File: src/ril_pkg.sv
package ril_pkg;

  // Field widths
  localparam int unsigned MODE_W   = 2;
  localparam int unsigned DATA_W   = 32;
  localparam int unsigned MARGIN_W = 8;
  localparam int unsigned IDX_W    = 10;
  localparam int unsigned POS_W    = 33;

  localparam logic [MARGIN_W-1:0] MARGIN_RESET = 8'd30;

  // Item kinds on the input stream
  localparam logic [MODE_W-1:0] MODE_CLEAR  = 2'd0;
  localparam logic [MODE_W-1:0] MODE_APPEND = 2'd1;
  localparam logic [MODE_W-1:0] MODE_QUERY  = 2'd2;

  // Controller to datapath
  typedef struct packed {
    logic clear;
    logic append;
    logic query;
    logic scan;
    logic load_out;
  } ril_cmd_t;

  // Datapath to controller
  typedef struct packed {
    logic hit;
    logic miss;
    logic out_free;
  } ril_status_t;

endpackage

File: src/ril_ctrl.sv
module ril_ctrl (
  input  logic                       clk,
  input  logic                       rst,
  input  logic                       in_valid,
  output logic                       in_ready,
  input  logic [ril_pkg::MODE_W-1:0] mode,
  output ril_pkg::ril_cmd_t          cmd,
  input  ril_pkg::ril_status_t       status
);

  import ril_pkg::*;

  typedef enum logic [2:0] {
    ST_IDLE   = 3'b001,
    ST_SCAN   = 3'b010,
    ST_FINISH = 3'b100
  } ril_state_t;

  ril_state_t state;
  ril_state_t state_next;

  // Next state and commands
  always_comb begin
    state_next = state;
    in_ready   = 1'b0;
    cmd        = '0;
    unique case (state)
      ST_IDLE: begin
        in_ready = 1'b1;
        if (in_valid) begin
          case (mode)
            MODE_CLEAR:  cmd.clear  = 1'b1;
            MODE_APPEND: cmd.append = 1'b1;
            MODE_QUERY: begin
              cmd.query  = 1'b1;
              state_next = ST_SCAN;
            end
            default: ;
          endcase
        end
      end
      ST_SCAN: begin
        cmd.scan = 1'b1;
        if (status.hit || status.miss) begin
          state_next = ST_FINISH;
        end
      end
      ST_FINISH: begin
        if (status.out_free) begin
          cmd.load_out = 1'b1;
          state_next   = ST_IDLE;
        end
      end
      default: state_next = ST_IDLE;
    endcase
  end

  always_ff @(posedge clk) begin
    if (rst) begin
      state <= ST_IDLE;
    end else begin
      state <= state_next;
    end
  end

endmodule

File: config.mk
export PLATFORM = sky130hd
export DESIGN_NAME = ril_ctrl
export DESIGN_NICKNAME = d
export VERILOG_FILES = /design/src/ril_pkg.sv /design/src/ril_ctrl.sv
export SDC_FILE = /design/constraint.sdc
export NUM_CORES = 1
export LEC_CHECK = 0
export BUFFER_PORTS_ARGS = -buffer_cell sky130_fd_sc_hd__buf_2
export CAP_MARGIN = 5
export CORE_AREA = 2 2 39 41
export DETAILED_ROUTE_END_ITERATION = 10
export DIE_AREA = 0 0 41 43
export PLACE_DENSITY_LB_ADDON = 0.15
export SLEW_MARGIN = 15
export SYNTH_ARGS = -nofsm -noshare
export SYNTH_HDL_FRONTEND = slang
export SYNTH_SLANG_ARGS = --single-unit
File: constraint.sdc
create_clock -name clk -period 2.52 [get_ports clk]
set_clock_uncertainty 0.05 [all_clocks]
set_input_delay 0.756 -clock clk [delete_from_list [all_inputs] [get_ports clk]]
set_output_delay 0.756 -clock clk [all_outputs]
set_load 0.01 [all_outputs]
## After elaboration in Yosys (flattened, before gate mapping)

Index checks and enable logic that the tools add are counted.

- Flip-flop bits (word level): 3
- Input port bits: 8
- Output and inout bits: 6
- Logic and storage cells: 27

- Eq/ne operators: 9
- Muxes and demuxes: 14
- Reductions and logical operators: 3

Operator list:

| cell | number |
|---|---|
| two-way mux 3 bit | 6 |
| case mux 3 bit (3 select lines) | 1 |
| two-way mux 1 bit | 7 |
| != test 2 bit (second input constant) | 3 |
| AND reduction 4 bit | 1 |
| equality test 3 x 1 -> 1 bit (second input constant) | 1 |
| equality test 3 x 2 -> 1 bit (second input constant) | 1 |
| equality test 3 bit (second input constant) | 1 |
| equality test 2 x 1 -> 1 bit (second input constant) | 1 |
| equality test 2 bit (second input constant) | 1 |
| zero test 2 bit | 1 |
| != test 2 x 1 -> 1 bit (second input constant) | 1 |
| logical OR 1 bit | 1 |

## Logic depth before layout (Yosys ltp)

Gate-level depths: netlist of the first run.

- Depth after elaboration: 4
- Gate-level depth with buffers: 4
- Gate-level depth less buffers: 4

## Worst setup path before layout of the first run

OpenSTA, ideal clock, no wires.

- Path kind: input-to-output
- Start point: input port mode[0] (netlist name)
- End point: output port cmd[4] (netlist name)
- Arrival time: 1.051 ns
- Required time: 1.714 ns
- Setup slack: 0.663 ns
- Stages on the path: 1
- Path buffers: 0
- Path through: and4bb_1

- Longest elaborated chain between the ends: 4

RTL lines:

| item | line | text |
|---|---|---|
| from (decl) | ril_ctrl.sv:6 | `input logic [ril_pkg::MODE_W-1:0] mode,` |
| zero test 2 bit | ril_ctrl.sv:31 | `case (mode)` |
| two-way mux 1 bit | ril_ctrl.sv:31 |  |
| two-way mux 3 bit | ril_ctrl.sv:30 | `if (in_valid) begin` |
| two-way mux 3 bit | ril_ctrl.sv:27 | `unique case (state)` |
| to (decl) | ril_ctrl.sv:7 | `output ril_pkg::ril_cmd_t cmd,` |

No other way between the ends.

==> metrics, run 1 <==
run status finished clean; GRT Residual Overflow 0; initial antenna violation count 0; Post-Synth Adder-Cell Area 0; number of global-route vias before repair between 200 and 250; die width 41 um; share of cells above drive strength 1 0.5278; worst-path maximum fanout 3; Final period util 0.8210; FF-to-FF setup slack 1.35 ns; Leak about 0.14 nW; worst slack, placed 0.4489 ns; Placer Congestion between 0.6 and 0.7; final hold violations 0; yosys warns 0; CTS H-tree depth 1; Synth Area in Compound Gates 0.1216; Clk Latency, worst-skew pair between 0.2 and 0.25 ns; final wirelength between 400 and 500 um; CP endpoint kind output port; slowest cell delay on critical path roughly 0.18 ns; library cells used by synthesis 15; Slew Limit Fails 0; Hold Path Origin state[0]; fill count around 160; Synth Area per Inst between 9 and 10 um^2; syn_nets 27; Worst R2R End state[0]; PortBufs 13; Core Footprint about 0.0014 mm^2; worst hold margin around 0.44 ns; Biggest register state; post-CTS setup buffers 0; final setup violation count 0; Final WS setup 0.4511 ns; first-pass GRT wire length between 800 and 900 um; Final Critical Period a little over 2 ns; XOR/XNOR share of the synthesized area 0; RSZ-0062 raised after global routing no; fmax around 480 MHz; Max-cap violations 0; Hold Buf Count CTS 0; Clk pin slew, worst setup/hold paths 0.04 ns; Die Y around 43 um; worst r2r src state[2]; Seq/Total Area, Yosys 0.3243; clk buf depth 2; Initial Utilization 0.1338; post-synthesis mux area share 0; Synth Area in Simple Gates 0.5338; PostCTS Resize Cnt 0; CP max stage cell nand4b_1; WP data required around 1.7 ns; DRC viols 0; Mapped Area ~190 um^2; io pins 14; CTS root buf clkbuf_4; Largest regs state: 3 flops; vias per cell between 4 and 5; CP startpoint mode[0]; Num CTS Buffers 3; Fin Setup TNS 0 ns; number of register bits inferred by synthesis 3; kind of critical path input port to output port; largest net degree at the start of global routing 6; data arrival time of the worst path ~1.3 ns; diodes inserted 0; Sink Count 3; DR vias between 200 and 250; Register-to-Register Path Depth 3; area added between synthesis and finish 60.13%; actual slew at the worst max-slew pin between 0.2 and 0.3 ns; power density cells around 500 mW/mm^2; Worst Hold Class flop to flop; CTS tree built; 1st-iter DRT viols 3; die area roughly 0.0018 mm^2; total track usage 0.07823; first-pass detailed-route iteration total 3; Site Rows 14; kind of start point of the critical path input port; most used cell, CP buf_2; largest family of logic cells by synthesized area simple AND/OR/NAND/NOR gates; IR drop worst, VDD between 0.1 and 0.15 mV; Slew headroom 0.8289; Cells after Synth 19; wire length per cell between 9 and 10 um; Routed Antenna Nets 0; Critical path destination cmd[2]; Critical Path, Cell by Cell buf_2, nand4b_1, inv_1, buf_2; Nets 45; max reg flops 3
==> power by group <==
group	switching (W)	internal, W	total [W]
Combinational	0.00000783	0.00000954	0.0000174
Sequential	0.00000115	0.0000487	0.0000499
Clock	0.0000239	0.0000593	0.0000831
==> how the worst min path moves through the flow <==
stage                    end  slack (ns)  cells after the start
finish              state[2]        0.44                      1
global route        state[2]        0.49                      1
CTS                 state[2]        0.45                      1
detailed placement  state[2]        0.44                      1
global placement    state[2]        0.44                      1
floorplan           state[2]        0.41                      1
==> placed cells by master, fill, tap and decap left out <==
cell / instances
o21ai_1: 1
dfxtp_1: 3
or3b_1: 1
nand4b_1: 1
nand2_1: 1
nor3b_2: 2
and4bb_1: 1
clkbuf_4: 3
buf_2: 13
nor2_1: 1
o21bai_1: 1
inv_1: 1
and4bb_2: 1
a21oi_1: 2
nor3b_1: 1
and4b_1: 1
nand2b_1: 1
clkbuf_1: 1
==> cell families after synthesis <==
| kind of cell | count (synthesis) |
|---|---|
| flops | 3 |
| simple gates | 11 |
| buf+inv | 1 |
| compound gates | 4 |
==> critical path, delay by kind of cell <==
family                 cells  cell delay, ns
buffers and inverters      3            0.33
and+or+nand+nor            1            0.18
==> stage by stage <==
stage | cells | cell area [um^2] | util | power (W)
after floorplan | 19 | 185.2 | - | 0.00005790
after global placement | 48 | 270.3 | 0.1953 | 0.00006792
after detailed placement | 48 | 270.3 | 0.1953 | 0.00006812
after CTS | 52 | 296.5 | 0.2143 | 0.0001565
after global routing | 52 | 296.5 | 0.2143 | 0.0001660
final | 52 | 296.5 | 0.2143 | 0.0001503
==> cell type report <==
class	instances	area, um^2	share of cell area
repair buffers	13	65.06	0.2194
well taps	16	20.02	0.06751
flip-flops and latches	3	60.06	0.2025
clock buffers	4	26.28	0.08861
multi-input cells	15	121.4	0.4093
inverters	1	3.754	0.01266
==> cell usage after synthesis <==
cell      count  area (um^2)
dfxtp_1       3        60.06
a21oi_1       2        10.01
nor3b_2       2        25.02
and4b_1       1        10.01
and4bb_1      1        12.51
and4bb_2      1        12.51
inv_1         1        3.750
nand2_1       1        3.750
nand2b_1      1        6.260
nand4b_1      1        8.760
nor2_1        1        3.750
nor3b_1       1        7.510
o21ai_1       1        5.000
o21bai_1      1        7.510
or3b_1        1        8.760
==> per-layer routing <==
layer  track usage  wire (um)
met1       0.07372        201
met2        0.1156        233
met3       0.06283         60
met4       0.04000          0
met5             0          0
(Power assumes the default switching activity.)
==> inputs of run 2 (changes only) <==
==> constraint.sdc (replaced) <==
create_clock -name clk -period 1.9 [get_ports clk]
set_clock_uncertainty 0.05 [all_clocks]
set_input_delay 0.57 -clock clk [delete_from_list [all_inputs] [get_ports clk]]
set_output_delay 0.57 -clock clk [all_outputs]
set_load 0.01 [all_outputs]
==> run 2 against run 1 <==
  * Non-clock buffer count rose by 2
  * Sequential share of layout area grew 0.21 points
  * Clock power grew 34%
  * Flip-flop and latch count did not move
  * Combinational power up 52%
  * Global-route usage fell by 0.90 points
  * Register-to-register slack got worse by 0.60 ns
  * Critical path type is now flop to output port
  * Critical endpoint unchanged
  * Largest cell class unchanged
  * Largest power group unchanged
==> metrics, run 2 (synthesis results as in run 1) <==
run status finished clean; Final Critical Period roughly 1.8 ns; WP data required roughly 1.3 ns; final setup violation count 0; worst r2r src state[2]; RSZ-0062 raised after global routing no; Die Y ~43 um; die area 0.001763 mm^2; Biggest register state; PortBufs 13; GRT Residual Overflow 0; Psw roughly 0.000045 W; post-layout util 0.2342; Leak ~0.16 nW; most frequent cells in the layout 13 x buf_2, 3 x clkbuf_4, 2 x a21oi_1, 2 x buf_4, 2 x dfxtp_2; clk buf depth 2; number of global-route vias before repair between 200 and 250; Slew headroom 0.8271; IR drop worst, VDD 0.2434 mV; initial antenna violation count 0; GR Layer Usage met3 0.04712; Final period util 0.9514; Fin Setup TNS 0 ns; total track usage 0.06921; switch share 0.2212; Slew Limit Fails 0; Hold Buf Count CTS 0; Final Cell Area approximately 320 um^2; FF-to-FF setup slack roughly 0.75 ns; DRC viols 0; fill count roughly 170; CTS tree built; 1st-iter DRT viols 1; CTS root buf clkbuf_4; Register-to-Register Path Depth 3; GRT met1 Usage 0.08333; area added between synthesis and finish 75.00%; combinational power share 0.130; CTS H-tree depth 1; Clk pin slew, worst setup/hold paths 0.04 ns; Largest regs state: 3 flops; CP endpoint kind output port; fmax approximately 550 MHz; Num CTS Buffers 3; P_int ~0.00016 W; data arrival time of the worst path ~1.2 ns; Worst R2R End state[0]; share of cells above drive strength 1 0.6316; Initial Utilization 0.1338; M2 GR Usage 0.09688; final hold violations 0; Core Footprint approximately 0.0014 mm^2; Sink Count 3; largest net degree at the start of global routing 6; Hold Path Stages 2; Site Rows 14; Clock Power Share 0.547; diodes inserted 0; Max-cap violations 0; kind of start point of the critical path flop; most crowded layer after global routing met2; commonest non-fill, non-tap cell in the layout buf_2; kind of critical path flop to output port; worst-path maximum fanout 5; Post-DP Area around 270 um^2; hold-critical path endpoint state[2]; die width about 41 um; Clk Latency, worst-skew pair 0.23 ns; first-pass detailed-route iteration total 2; DR vias ~220; final wirelength 506 um; Worst Hold Class flop to flop; max reg flops 3; Routed Antenna Nets 0; Hold Path Origin state[0]; power density cells roughly 620 mW/mm^2; actual slew at the worst max-slew pin approximately 0.26 ns; io pins 14; Placer Congestion 0.6781; post-DP HPWL between 400 and 500 um; Nets between 40 and 50; wire length per cell around 9.4 um; first-pass GRT wire length 807 um; part of the power in registers 0.323; vias per cell around 4
## run 2: metal layers
layer  up-vias  wire length (um)
met5         -                 0
met4         0                 0
met3         0                54
met2        10               208
met1        96               243
li1        109                 -
## run 2: critical path, cell delays in order (launching register included)
cell and delay, ns:
dfxtp_4 0.35, nor3b_4 0.23, nand4b_1 0.15, inv_1 0.10, buf_2 0.13
## run 2: final cells by class
| type | count | area (um^2) | area share |
|---|---|---|---|
| inverter | 1 | 3.754 | 0.01158 |
| timing repair buffer | 15 | 80.08 | 0.2471 |
| tap | 16 | 20.02 | 0.06178 |
| clock buffer | 4 | 26.28 | 0.08108 |
| multi-input combinational | 15 | 127.6 | 0.3938 |
| sequential | 3 | 66.31 | 0.2046 |
## run 2: timing repair
action,4_1_cts,5_1_grt
gates resized for setup,2,3
buffers inserted,0,2
setup endpoints to repair,1,1
pin swaps,0,2
## run 2: stage by stage
| step | total power, W | instances | setup WS, ns | hold slack (ns) |
|---|---|---|---|---|
| final | 0.0002025 | 54 | 0.09228 | 0.4799 |
| after global routing | 0.0002193 | 54 | 0.001449 | 0.4822 |
| after CTS | 0.0002076 | 52 | 0.03686 | 0.4148 |
| after detailed placement | 0.00009065 | 48 | 0.1763 | 0.4538 |
| after global placement | 0.00008969 | 48 | 0.1842 | 0.4438 |
| after floorplan | 0.00007679 | 19 | 0.3264 | 0.4056 |
## run 2: power by group through the flow
stage	logic [W]	clock network [W]	registers (W)
2_1_floorplan	0.0000101	0	0.0000667
3_3_place_gp	0.0000227	0	0.0000670
3_5_place_dp	0.0000235	0	0.0000672
4_1_cts	0.0000244	0.000117	0.0000665
5_1_grt	0.0000293	0.000124	0.0000655
6_report	0.0000264	0.000111	0.0000655
## run 2: how the worst max path moves through the flow
stage,start,end,slack (ns),depth (start not counted)
after CTS,state[0],cmd[2],0.04,4
after global placement,mode[0],cmd[2],0.18,4
final,state[0],cmd[2],0.09,4
after global routing,state[0],cmd[2],0.001,4
after detailed placement,mode[0],cmd[2],0.18,4
after floorplan,state[0],cmd[4],0.33,2
==> inputs of run 3 (changes only) <==
==> constraint.sdc (replaced) <==
create_clock -name clk -period 1.53 [get_ports clk]
set_clock_uncertainty 0.05 [all_clocks]
set_input_delay 0.459 -clock clk [delete_from_list [all_inputs] [get_ports clk]]
set_output_delay 0.459 -clock clk [all_outputs]
set_load 0.01 [all_outputs]
==> run 3 against run 2 <==
  * The flow now finishes with violations (negative setup slack)
  * Global-route usage increased by 0.39 points
  * First-iteration DRC count increased to 3.0 times the previous value
  * Register-to-register slack got worse by 0.59 ns
  * Worst hold slack got worse by 0.11 ns
  * Critical path depth unchanged
  * Sequential power increased by 22%
  * Die area unchanged
  * Routed wire length increased by 3.6%
  * Setup slack got worse by 0.27 ns
  * Flip-flop and latch count unchanged
  * Non-clock buffer count increased by 1
  * Combinational power increased by 35%
  * Critical endpoint is now cmd[0]
  * Highest routed layer is now met4
==> metrics, run 3 (synthesis results as in run 1) <==
Num CTS Buffers 3; die area 0.001763 mm^2; Clock Power Share 0.540; IR drop worst, VDD approximately 0.31 mV; Initial Utilization 0.1338; initial antenna violation count 0; kind of critical path flop to output port; register area ~65 um^2; multi-input logic area 138.9 um^2; Register-to-Register Path Depth 5; part of the power in registers 0.318; final non-filler cell total 55; commonest non-fill, non-tap cell in the layout buf_2; Psw ~0.000055 W; placed cells between 40 and 50; Nets 48; fill count 163; 1st-iter DRT viols 3; Final Cell Area roughly 350 um^2; slowest cell delay on critical path ~0.34 ns; first-pass detailed-route iteration total 2; DRC viols 0; Slew headroom 0.8795; final wirelength about 520 um; DR vias 223; die width around 41 um; failing checks negative setup slack; wire length per cell roughly 9.5 um; post-layout util 0.2541; combinational power share 0.142; Core Footprint around 0.0014 mm^2; Worst Hold Class input port to flop; RSZ-0062 raised after global routing yes; most used cell, CP buf_6; Routed Antenna Nets 0; CP max stage cell dfxtp_4; Final WS setup -0.1765 ns; Post-DP Area ~280 um^2; P_int approximately 0.00020 W; worst-path maximum fanout 4; Hold Buf Count CTS 0; PortBufs 13; Worst R2R End state[0]; GRT Residual Overflow 0; number of global-route vias before repair between 200 and 250; Critical Path, Cell by Cell buf_4, buf_6, and4bb_2, buf_6; CTS tree built; data arrival time of the worst path 1.20 ns; Die Y around 43 um; fmax slightly below 600 MHz; area added between synthesis and finish 89.86%; power density cells 717.0 mW/mm^2; Final period util 1.115; Placer Congestion between 0.6 and 0.7; switch share 0.2188; first-pass GRT wire length ~830 um; Clk Latency, worst-skew pair ~0.23 ns; Max-cap violations 0; CP endpoint kind output port; final setup violation count 5; io pins 14; actual slew at the worst max-slew pin around 0.18 ns; worst r2r src state[1]; hold-critical path endpoint state[1]; Final Critical Period around 1.7 ns; Leak about 0.16 nW; Site Rows 14; kind of start point of the critical path flop; largest net degree at the start of global routing 6; Largest regs state: 3 flops; vias per cell 4.055; most frequent cells in the layout 12 x buf_2, 3 x clkbuf_4; Slew Limit Fails 0; Sink Count 3; Clk pin slew, worst setup/hold paths roughly 0.040 ns; max reg flops 3; CTS root buf clkbuf_4; clk buf depth 2; total track usage 0.07315; FF-to-FF setup slack between 0.15 and 0.2 ns; share of cells above drive strength 1 0.6410; Biggest register state; Hold Path Stages 2; worst slack, placed 0.05477 ns; run status finished, violations left; final hold violations 0; CTS H-tree depth 1; diodes inserted 0; Hold Path Origin rst; WP data required ~1.0 ns
run 3: cell types whose count changed in the layout (fill, tap and decap cells not counted):
cell / change
buf_2: -1
buf_6: +2
dfxtp_1: +1
dfxtp_2: -1
nor3b_1: -1
nor3b_4: +1
run 3: timing repair:
item / 4_1_cts / 5_1_grt
gates cloned: 0 / 0
pin swaps: 3 / 1
buffers inserted: 1 / 1
gates resized for setup: 7 / 1
endpoints found under the setup margin: 5 / 5
run 3: worst max path at each step:
stage	to	cells after the start	from	slack, ns
after floorplan	cmd[4]	2	state[0]	0.07
after global placement	cmd[2]	4	mode[0]	0.04
after detailed placement	cmd[2]	4	mode[0]	0.05
after CTS	cmd[2]	4	state[1]	-0.15
after global routing	cmd[2]	4	state[1]	-0.25
final	cmd[0]	4	state[1]	-0.18
run 3: critical path: cells and delay by family (launching register included):
family / cells / cell delay [ns]
buffers and inverters: 3 / 0.34
flip-flops: 1 / 0.34
AND/OR/NAND/NOR: 1 / 0.29
run 3: cell type report:
type	instances	share of cell area
timing repair buffer	16	0.2776
sequential	3	0.1851
inverter	1	0.01068
clock buffer	4	0.07473
tap	16	0.05694
multi-input combinational	15	0.3950
run 3: power by group through the flow:
stage | Combinational (W) | Clock, W | Sequential, W
2_1_floorplan | 0.0000126 | 0 | 0.0000828
3_5_place_dp | 0.0000308 | 0 | 0.0000826
4_1_cts | 0.0000344 | 0.000145 | 0.0000802
3_3_place_gp | 0.0000298 | 0 | 0.0000826
5_1_grt | 0.0000396 | 0.000157 | 0.0000801
6_report | 0.0000357 | 0.000136 | 0.0000802
run 3: layer usage:
metal	wire (um)	vias to the layer above	track usage
met4	12	0	0.05333
met3	54	2	0.05236
met2	239	10	0.1031
met5	0	-	0
li1	-	115	-
met1	217	96	0.07029
run 3: stage by stage:
step	hold WS, ns	setup TNS [ns]	power [W]
finish	0.3703	-0.5701	0.0002521
global route	0.3695	-0.9423	0.0002768
CTS	0.3661	-0.4860	0.0002598
detailed placement	0.4688	0	0.0001134
global placement	0.4751	0	0.0001124
floorplan	0.4056	0	0.00009537
